### config.mk
export PLATFORM = sky130hd
export DESIGN_NAME = chs_ctrl
export DESIGN_NICKNAME = d
export VERILOG_FILES = /design/src/rtl/chs_pkg.sv /design/src/rtl/chs_ctrl.sv
export SDC_FILE = /design/constraint.sdc
export NUM_CORES = 1
export LEC_CHECK = 0
export ABC_AREA = 1
export BUFFER_PORTS_ARGS = -buffer_cell sky130_fd_sc_hd__buf_2
export CAP_MARGIN = 20
export CORE_MARGIN = 8
export CORE_UTILIZATION = 45
export DETAILED_ROUTE_END_ITERATION = 16
export PLACE_DENSITY = 0.73
export SYNTH_ARGS = -nofsm -noshare
export SYNTH_HDL_FRONTEND = slang
export SYNTH_SLANG_ARGS = --single-unit
### constraint.sdc
create_clock -name clk -period 1.5 [get_ports clk]
set_input_delay 0.225 -clock clk [delete_from_list [all_inputs] [get_ports clk]]
set_output_delay 0.225 -clock clk [all_outputs]
set_load 0.05 [all_outputs]
### src/rtl/chs_pkg.sv
// Shared types and constants of the cuckoo hash set.
`default_nettype none

package chs_pkg;

	localparam int KEY_W     = 64;
	localparam int HALF_W    = KEY_W / 2;
	localparam int SEED_W    = 10;
	localparam int ROUND_W   = 7;
	localparam int CFG_IDX_W = 2;
	localparam int STAT_W    = 3;
	localparam int CMD_W     = 2;

	localparam logic [ROUND_W-1:0] ROUNDS_RESET = 7'd33;

	// hash multipliers, masked down to the index width where used
	localparam logic [KEY_W-1:0] MULT_ONE = 64'h517c_c1b7_2722_0a95;
	localparam logic [KEY_W-1:0] MULT_TWO = 64'hbf58_476d_1ce4_e5b9;

	typedef enum logic [CMD_W-1:0] {
		CMD_LOOKUP = 2'd0,
		CMD_INSERT = 2'd1,
		CMD_CLEAR  = 2'd2,
		CMD_NONE   = 2'd3
	} cmd_t;

	typedef enum logic [STAT_W-1:0] {
		STAT_MISS    = 3'd0,
		STAT_HIT     = 3'd1,
		STAT_PLACED  = 3'd2,
		STAT_PRESENT = 3'd3,
		STAT_FAILED  = 3'd4,
		STAT_ZERO    = 3'd5,
		STAT_CLEARED = 3'd6
	} status_t;

	typedef enum logic [CFG_IDX_W-1:0] {
		CFG_SEED_ONE   = 2'd0,
		CFG_SEED_TWO   = 2'd1,
		CFG_MAX_ROUNDS = 2'd2
	} cfg_idx_t;

	typedef enum logic [3:0] {
		S_CLEAR,
		S_IDLE,
		S_HASH,
		S_PROBE,
		S_CHECK,
		S_RD1,
		S_WR1,
		S_HASH2,
		S_RD2,
		S_WR2,
		S_HASH1,
		S_FINISH
	} state_t;

	// controller to datapath
	typedef struct packed {
		logic    load_key;
		logic    hash_one;
		logic    hash_two;
		logic    rd_one;
		logic    rd_two;
		logic    wr_one;
		logic    wr_two;
		logic    sweep;
		logic    round_clr;
		logic    round_inc;
		logic    set_status;
		status_t status;
		logic    out_load;
	} dp_cmd_t;

	// datapath to controller
	typedef struct packed {
		logic in_key_zero;
		logic hit;
		logic rd_one_zero;
		logic rd_two_zero;
		logic sweep_last;
		logic round_last;
		logic rounds_none;
		logic out_busy;
	} dp_sts_t;

endpackage

`default_nettype wire

### src/rtl/chs_ctrl.sv
// Controller: sequences lookups, inserts with displacement rounds and table sweeps.
`default_nettype none

module chs_ctrl import chs_pkg::*; (
	input  logic             clk,
	input  logic             arst_n,
	input  logic             s_tvalid,
	output logic             s_tready,
	input  logic [CMD_W-1:0] in_cmd,
	output dp_cmd_t          dp_cmd,
	input  dp_sts_t          dp_sts
);

	state_t state_q, state_d;
	cmd_t   op_q, op_d;

	always_ff @(posedge clk or negedge arst_n) begin
		if (!arst_n) begin
			state_q <= S_CLEAR;
			op_q    <= CMD_NONE;
		end else begin
			state_q <= state_d;
			op_q    <= op_d;
		end
	end

	always_comb begin
		state_d  = state_q;
		op_d     = op_q;
		dp_cmd   = '0;
		s_tready = 1'b0;
		case (state_q)
			S_CLEAR: begin
				dp_cmd.sweep = 1'b1;
				if (dp_sts.sweep_last) begin
					if (op_q == CMD_CLEAR) begin
						dp_cmd.set_status = 1'b1;
						dp_cmd.status     = STAT_CLEARED;
						state_d           = S_FINISH;
					end else begin
						state_d = S_IDLE;
					end
				end
			end
			S_IDLE: begin
				s_tready = 1'b1;
				if (s_tvalid) begin
					op_d            = cmd_t'(in_cmd);
					dp_cmd.load_key = 1'b1;
					case (cmd_t'(in_cmd))
						CMD_CLEAR: state_d = S_CLEAR;
						CMD_NONE: begin
							dp_cmd.set_status = 1'b1;
							dp_cmd.status     = STAT_MISS;
							state_d           = S_FINISH;
						end
						default: begin
							if (dp_sts.in_key_zero) begin
								dp_cmd.set_status = 1'b1;
								dp_cmd.status     = STAT_ZERO;
								state_d           = S_FINISH;
							end else begin
								state_d = S_HASH;
							end
						end
					endcase
				end
			end
			S_HASH: begin
				dp_cmd.hash_one = 1'b1;
				dp_cmd.hash_two = 1'b1;
				state_d         = S_PROBE;
			end
			S_PROBE: begin
				dp_cmd.rd_one = 1'b1;
				dp_cmd.rd_two = 1'b1;
				state_d       = S_CHECK;
			end
			S_CHECK: begin
				dp_cmd.set_status = 1'b1;
				if (dp_sts.hit) begin
					dp_cmd.status = (op_q == CMD_LOOKUP) ? STAT_HIT : STAT_PRESENT;
					state_d       = S_FINISH;
				end else if (op_q == CMD_LOOKUP) begin
					dp_cmd.status = STAT_MISS;
					state_d       = S_FINISH;
				end else if (dp_sts.rounds_none) begin
					dp_cmd.status = STAT_FAILED;
					state_d       = S_FINISH;
				end else begin
					dp_cmd.set_status = 1'b0;
					dp_cmd.round_clr  = 1'b1;
					state_d           = S_RD1;
				end
			end
			S_RD1: begin
				dp_cmd.rd_one = 1'b1;
				state_d       = S_WR1;
			end
			S_WR1: begin
				dp_cmd.wr_one = 1'b1;
				if (dp_sts.rd_one_zero) begin
					dp_cmd.set_status = 1'b1;
					dp_cmd.status     = STAT_PLACED;
					state_d           = S_FINISH;
				end else begin
					state_d = S_HASH2;
				end
			end
			S_HASH2: begin
				dp_cmd.hash_two = 1'b1;
				state_d         = S_RD2;
			end
			S_RD2: begin
				dp_cmd.rd_two = 1'b1;
				state_d       = S_WR2;
			end
			S_WR2: begin
				dp_cmd.wr_two = 1'b1;
				if (dp_sts.rd_two_zero) begin
					dp_cmd.set_status = 1'b1;
					dp_cmd.status     = STAT_PLACED;
					state_d           = S_FINISH;
				end else if (dp_sts.round_last) begin
					dp_cmd.set_status = 1'b1;
					dp_cmd.status     = STAT_FAILED;
					state_d           = S_FINISH;
				end else begin
					dp_cmd.round_inc = 1'b1;
					state_d          = S_HASH1;
				end
			end
			S_HASH1: begin
				dp_cmd.hash_one = 1'b1;
				state_d         = S_RD1;
			end
			S_FINISH: begin
				if (!dp_sts.out_busy) begin
					dp_cmd.out_load = 1'b1;
					state_d         = S_IDLE;
				end
			end
			default: state_d = S_IDLE;
		endcase
	end

	a_out_free: assert property (@(posedge clk) disable iff (!arst_n)
		dp_cmd.out_load |-> !dp_sts.out_busy)
		else $error("result loaded over an untaken word");

	a_sweep_runs_out: assert property (@(posedge clk) disable iff (!arst_n)
		(state_q == S_CLEAR && !dp_sts.sweep_last) |=> (state_q == S_CLEAR))
		else $error("table sweep left before its last entry");

	a_load_on_accept: assert property (@(posedge clk) disable iff (!arst_n)
		dp_cmd.load_key |-> (s_tvalid && s_tready))
		else $error("key loaded without an accepted word");

endmodule

`default_nettype wire

==> tab_implementation.tex, run 1 <==
\begin{tabular}{lr}
\hline
Metric & Value \\
\hline
\multicolumn{2}{l}{\textbf{Clock tree}} \\
\quad CTS H-Tree Depth & 1 \\
\quad Post-CTS Setup Bufs & 8 \\
\quad Number of sinks driven by the clock tree & 6 \\
\quad Maximum buffer depth of the clock tree & 2 \\
\quad Clock Root Buffer & sky130\_fd\_sc\_hd\_\_clkbuf\_4 \\
\quad TritonCTS buffer count & 3 \\
\quad Total of hold buffers inserted after clock tree synthesis & 1 \\
\quad PostCTS Resize Cnt & 57 \\
\multicolumn{2}{l}{\textbf{Synthesis}} \\
\quad Register bit count reported by yosys & 6 \\
\quad Basic-gate share of the synthesized area counting and, or, nand and nor cells & 52.13\% \\
\quad Multiplexer share of the synthesized area & 0\% \\
\quad Sequential-to-total area share from yosys stat & 23.64\% \\
\quad Post-synthesis cell type count & 21 \\
\quad Fraction of the mapped netlist area in adder cells & 0\% \\
\quad Synthesized Nets & 123 \\
\quad Post-Synthesis Cells & 110 \\
\quad Yosys warning count & 0 \\
\quad Combinational family with the most area after synthesis & simple AND/OR/NAND/NOR gates \\
\quad Netlist area before placement & 645.6 um\^{}2 \\
\quad Synth Area in XOR/XNOR & 0\% \\
\quad Synth Area in Compound Gates & 12.98\% \\
\quad Synth Area per Inst & 5.869 um\^{}2 \\
\multicolumn{2}{l}{\textbf{Die}} \\
\quad Die Span Y & 53.88 um \\
\quad Initial core utilization & 49.00\% \\
\quad Die Span X & 53.88 um \\
\quad Number of placement rows & 13 \\
\quad Top-Level Pins & 29 \\
\multicolumn{2}{l}{\textbf{Status}} \\
\quad Terminating stage of the flow & clock tree synthesis (4\_1\_cts) \\
\quad Result of the run & stopped before the end \\
\quad First logged error message & [ERROR DPL-0033] detailed placement checks failed during check placement. \\
\multicolumn{2}{l}{\textbf{Placement}} \\
\quad Routability congestion estimate from global placement & 0.9154 \\
\quad Total of buffers placed on input and output ports & 28 \\
\quad Pre-CTS worst setup slack & -0.1158 ns \\
\quad Final HPWL from detailed placement & 1877 um \\
\hline
\end{tabular}
-- Yosys cell counts --
library cell,number,area share [%]
sky130_fd_sc_hd__nand4_2,1,1.9
sky130_fd_sc_hd__a21oi_1,5,3.9
sky130_fd_sc_hd__o2111ai_1,2,2.7
sky130_fd_sc_hd__o22ai_1,1,0.97
sky130_fd_sc_hd__nor3b_2,1,1.9
sky130_fd_sc_hd__dfrtp_1,4,16
sky130_fd_sc_hd__nor2_4,2,3.5
sky130_fd_sc_hd__inv_2,3,1.7
sky130_fd_sc_hd__nor3_1,1,0.77
sky130_fd_sc_hd__nand3_1,10,7.8
sky130_fd_sc_hd__o21ai_0,7,5.4
sky130_fd_sc_hd__inv_1,15,8.7
sky130_fd_sc_hd__nand2_2,3,2.9
sky130_fd_sc_hd__nor2_1,15,8.7
sky130_fd_sc_hd__nor2_2,2,1.9
sky130_fd_sc_hd__clkinv_2,1,0.77
sky130_fd_sc_hd__or2_2,1,0.97
sky130_fd_sc_hd__nand2_4,1,1.7
sky130_fd_sc_hd__nand2_1,31,18
sky130_fd_sc_hd__nand4_1,2,1.9
sky130_fd_sc_hd__dfstp_2,2,8.1
-- per-stage QoR --
step,cells,area [um^2]
after floorplan,110,711.9
after global placement,175,1036
after detailed placement,175,1036
-- cell families after synthesis --
kind of cell,after synthesis
simple gates,70
compound gates,15
flops,6
buf+inv,19
==> run 2: changes to the inputs <==
--- a/config.mk
+++ b/config.mk
@@ -8,10 +8,10 @@
 export ABC_AREA = 1
 export BUFFER_PORTS_ARGS = -buffer_cell sky130_fd_sc_hd__buf_2
 export CAP_MARGIN = 20
-export CORE_MARGIN = 8
-export CORE_UTILIZATION = 45
+export CORE_AREA = 8 8 69 71
 export DETAILED_ROUTE_END_ITERATION = 16
-export PLACE_DENSITY = 0.73
+export DIE_AREA = 0 0 77 79
+export PLACE_DENSITY_LB_ADDON = 0.15
 export SYNTH_ARGS = -nofsm -noshare
 export SYNTH_HDL_FRONTEND = slang
 export SYNTH_SLANG_ARGS = --single-unit
==> run 2 against run 1 <==
  * The flow now finishes, with violations (setup timing)
  * Synthesized cell count did not move
  * Synthesized area did not move
==> tab_implementation.tex, run 2 <==
\begin{tabular}{lr}
\hline
Metric & Value \\
\hline
\multicolumn{2}{l}{\textbf{Routing}} \\
\quad Detailed-router iteration count before antenna repair & 4 \\
\quad Total routed wirelength & 2669 um \\
\quad Vias & 952 \\
\quad ANT nets after route & 0 \\
\quad Post-DR vias/cell & 4.175 \\
\quad Wire per inst & 11.71 um \\
\quad Initial DRC Count & 24 \\
\quad \# DRC & 0 \\
\multicolumn{2}{l}{\textbf{GRT}} \\
\quad Final global-route overflow total & 0 \\
\quad GR Util All Layers & 9.102\% \\
\quad Initial antenna violation count & 0 \\
\quad Vias in the first global route & 987 \\
\quad Maximum number of pins on one net before global-route repair & 7 \\
\quad Wire length of the first global-routing pass & 4491 um \\
\multicolumn{2}{l}{\textbf{Synthesis}} \\
\quad Commonest cells in the synthesized netlist & sky130\_fd\_sc\_hd\_\_nand2\_1 (31), sky130\_fd\_sc\_hd\_\_inv\_1 (15), sky130\_fd\_sc\_hd\_\_nor2\_1 (15) \\
\quad Most used flip-flop cell after synthesis & sky130\_fd\_sc\_hd\_\_dfrtp\_1 \\
\quad Post-synthesis cell type count & 21 \\
\quad Register bit count reported by yosys & 6 \\
\quad Fraction of the mapped netlist area in adder cells & 0\% \\
\quad Fraction of synthesized cell area taken by the top area cell type & 18.02\% \\
\quad Cell with the most instances after synthesis & sky130\_fd\_sc\_hd\_\_nand2\_1 \\
\quad Biggest area contributors in the synthesized netlist & sky130\_fd\_sc\_hd\_\_nand2\_1 (18\%), sky130\_fd\_sc\_hd\_\_dfrtp\_1 (16\%), sky130\_fd\_sc\_hd\_\_inv\_1 (8.7\%) \\
\quad Ys async rst share & 100.0\% \\
\quad Cell taking the most area after synthesis & sky130\_fd\_sc\_hd\_\_nand2\_1 \\
\quad Multiplexer share of the synthesized area & 0\% \\
\quad Synth Area per Inst & 5.869 um\^{}2 \\
\quad Yosys warning count & 0 \\
\quad Count of flip-flops with a built-in enable after synthesis & 0 \\
\quad Combinational family with the most area after synthesis & simple AND/OR/NAND/NOR gates \\
\quad Sequential-to-total area share from yosys stat & 23.64\% \\
\quad Post-Synthesis Cells & 110 \\
\quad Netlist area before placement & 645.6 um\^{}2 \\
\quad Basic-gate share of the synthesized area counting and, or, nand and nor cells & 52.13\% \\
\quad Synth Area in XOR/XNOR & 0\% \\
\quad Synth Area in Compound Gates & 12.98\% \\
\quad Synthesized Nets & 123 \\
\multicolumn{2}{l}{\textbf{STA}} \\
\quad Number of max-slew violations in the final report & 0 \\
\quad Clock skew after layout & 0.0002884 ns \\
\quad Total of endpoints with negative setup slack in the final report & 12 \\
\quad Remaining max-slew budget at the tightest pin & 82.31\% \\
\quad Final setup TNS & -1.215 ns \\
\quad Final period utilization & 112.0\% \\
\quad Final Hold Viols & 0 \\
\quad Final worst setup slack & -0.1804 ns \\
\quad Minimum clock period after layout & 1.680 ns \\
\quad Setup repair after global routing missed its margin & true \\
\quad Max Freq & 0.5951 GHz \\
\quad Slew @ Worst Pin & 0.2651 ns \\
\multicolumn{2}{l}{\textbf{Finish}} \\
\quad ANT cells & 0 \\
\quad Most common cell after layout, fill and taps aside & sky130\_fd\_sc\_hd\_\_buf\_4 \\
\quad Flip-flop count of the largest register, all copies and words added & 4 \\
\quad Top Registers & state\_q (4), op\_q (2) \\
\quad Fin nets & 192 \\
\quad Signed area change from the synthesized netlist to the final layout & 124.2\% \\
\quad Register containing the most flip-flops in the final layout & state\_q \\
\quad Share of post-route cells with drive strength above 1 & 65.17\% \\
\quad Most frequent cells in the layout & sky130\_fd\_sc\_hd\_\_buf\_4 (34), sky130\_fd\_sc\_hd\_\_nand2\_1 (24), sky130\_fd\_sc\_hd\_\_buf\_2 (12), sky130\_fd\_sc\_hd\_\_buf\_6 (12), sky130\_fd\_sc\_hd\_\_inv\_1 (9) \\
\multicolumn{2}{l}{\textbf{Clock tree}} \\
\quad Maximum buffer depth of the clock tree & 2 \\
\quad Worst-skew pair later-pin latency & 0.22 ns \\
\quad TritonCTS buffer count & 3 \\
\quad Number of sinks driven by the clock tree & 6 \\
\quad CTS H-Tree Depth & 1 \\
\quad TritonCTS clock tree & yes \\
\quad Clock-pin slew on the worst setup and hold paths & 0.04 ns \\
\quad Clock Root Buffer & sky130\_fd\_sc\_hd\_\_clkbuf\_8 \\
\multicolumn{2}{l}{\textbf{Setup path}} \\
\quad Category of the critical setup timing path & reg2out \\
\quad CP Buf/Inv Count & 2 \\
\quad Worst r2r src & state\_q[1] \\
\quad Worst-path cell with the longest stage delay & sky130\_fd\_sc\_hd\_\_dfrtp\_2 \\
\quad Worst Path Required & 1.27 ns \\
\quad Number of cell instances on the worst register-to-register path & 7 \\
\quad Crit-path cells & inv\_4, nand2\_4, nor2\_4, nand2\_1, nand2\_2, a21oi\_2, nand3\_2, buf\_6 \\
\quad Capture point of the worst path & dp\_cmd[4] \\
\quad Launching instance or port of the critical path & state\_q[1] \\
\quad R2r setup slk & 0.10 ns \\
\quad Element type at the critical path end & output pin \\
\quad Family of cells with the greatest summed delay on the critical path & simple AND/OR/NAND/NOR gates \\
\quad Reg-to-reg endpoint & state\_q[2] \\
\quad Launching element type of the critical path & flop \\
\quad Crit path arrival time & 1.46 ns \\
\quad Slowest stage delay, CP & 0.45 ns \\
\quad Maximum fanout along the worst path & 5 \\
\quad Logic depth of the worst setup path including buffers & 8 \\
\multicolumn{2}{l}{\textbf{Die}} \\
\quad Number of placement rows & 23 \\
\quad Die Span X & 77 um \\
\quad Top-Level Pins & 29 \\
\quad Placeable core area & 3799 um\^{}2 \\
\quad Die Outline Area & 6083 um\^{}2 \\
\quad Initial core utilization & 17.00\% \\
\quad Die Span Y & 79 um \\
\multicolumn{2}{l}{\textbf{Power and ir drop}} \\
\quad IR drop worst, VDD & 0.0008573 V \\
\quad PD cells & 2245 nW/um\^{}2 \\
\quad Leakage power figure & 0.7553 nW \\
\multicolumn{2}{l}{\textbf{Status}} \\
\quad Result of the run & finished with violations \\
\quad Violations in the final reports & setup timing \\
\multicolumn{2}{l}{\textbf{Placement}} \\
\quad Pre-CTS worst setup slack & -0.1784 ns \\
\quad Total of buffers placed on input and output ports & 28 \\
\quad Final HPWL from detailed placement & 2247 um \\
\quad Routability congestion estimate from global placement & 0.7831 \\
\multicolumn{2}{l}{\textbf{Flow run}} \\
\quad Number of maximum-capacitance violations & 0 \\
\multicolumn{2}{l}{\textbf{Worst hold path}} \\
\quad Worst Hold Depth & 3 \\
\quad Worst hold path type & in2reg \\
\quad Origin of the worst min-delay path & in\_cmd[0] \\
\hline
\end{tabular}
[run 2: where the power goes]
group | switching [W] | internal, W
clock | 0.0000694 | 0.000183
combinational | 0.00148 | 0.00112
sequential | 0.000122 | 0.000269
[run 2: repair_timing]
item | CTS | global route
pin swaps | 8 | 10
setup endpoints to repair | 16 | 19
hold endpoints to repair | 4 | 0
setup buffers | 5 | 5
hold buffers | 1 | 0
resized for setup | 49 | 24
[run 2: how the worst min path moves through the flow]
stage | endpoint
after floorplan | state_q[0]
after global placement | state_q[3]
after detailed placement | state_q[3]
after CTS | op_q[0]
after global routing | op_q[0]
final | op_q[0]
[run 2: stage by stage]
| stage | cells | cell area [um^2] | power (W) | hold WS (ns) | util (%) |
|---|---|---|---|---|---|
| floorplan | 110 | 711.9 | 0.001642 | -0.07059 | - |
| global placement | 215 | 1117 | 0.002436 | 0.05913 | 29.41 |
| detailed placement | 215 | 1117 | 0.002438 | 0.05529 | 29.41 |
| CTS | 224 | 1350 | 0.003068 | 0.2921 | 35.54 |
| global route | 228 | 1448 | 0.003496 | 0.3097 | 38.11 |
| finish | 228 | 1448 | 0.003250 | 0.2664 | 38.11 |
[run 2: logic make-up after synthesis]
| group | count (synthesis) |
|---|---|
| and+or+nand+nor | 70 |
| buffers and inverters | 19 |
| AOI/OAI and AO/OA | 15 |
| DFF | 6 |
[run 2: worst register-to-register path: stages (launching register included)]
cell and delay (ns):
sky130_fd_sc_hd__dfrtp_2 0.45, sky130_fd_sc_hd__inv_4 0.10, sky130_fd_sc_hd__nand2_4 0.07, sky130_fd_sc_hd__nor2_4 0.16, sky130_fd_sc_hd__nand3_2 0.12, sky130_fd_sc_hd__buf_4 0.15, sky130_fd_sc_hd__buf_4 0.12, sky130_fd_sc_hd__o2111ai_1 0.12
[run 2: metal layers]
layer	wire length (um)	vias to the layer above	global-route usage, %
li1	-	493	-
met1	1082	436	9.822
met2	1452	18	16.74
met3	95	5	2.370
met4	38	0	3.396
met5	0	-	0
[run 2: layout make-up]
type	instances	area (um^2)
fillers	428	2351
flip-flops and latches	6	157.7
repair buffers	64	535.5
inverters	19	81.33
well taps	50	62.56
multi-input cells	85	565.5
clock buffers	4	45.04
No activity file was read; power rests on OpenSTA's default activity.
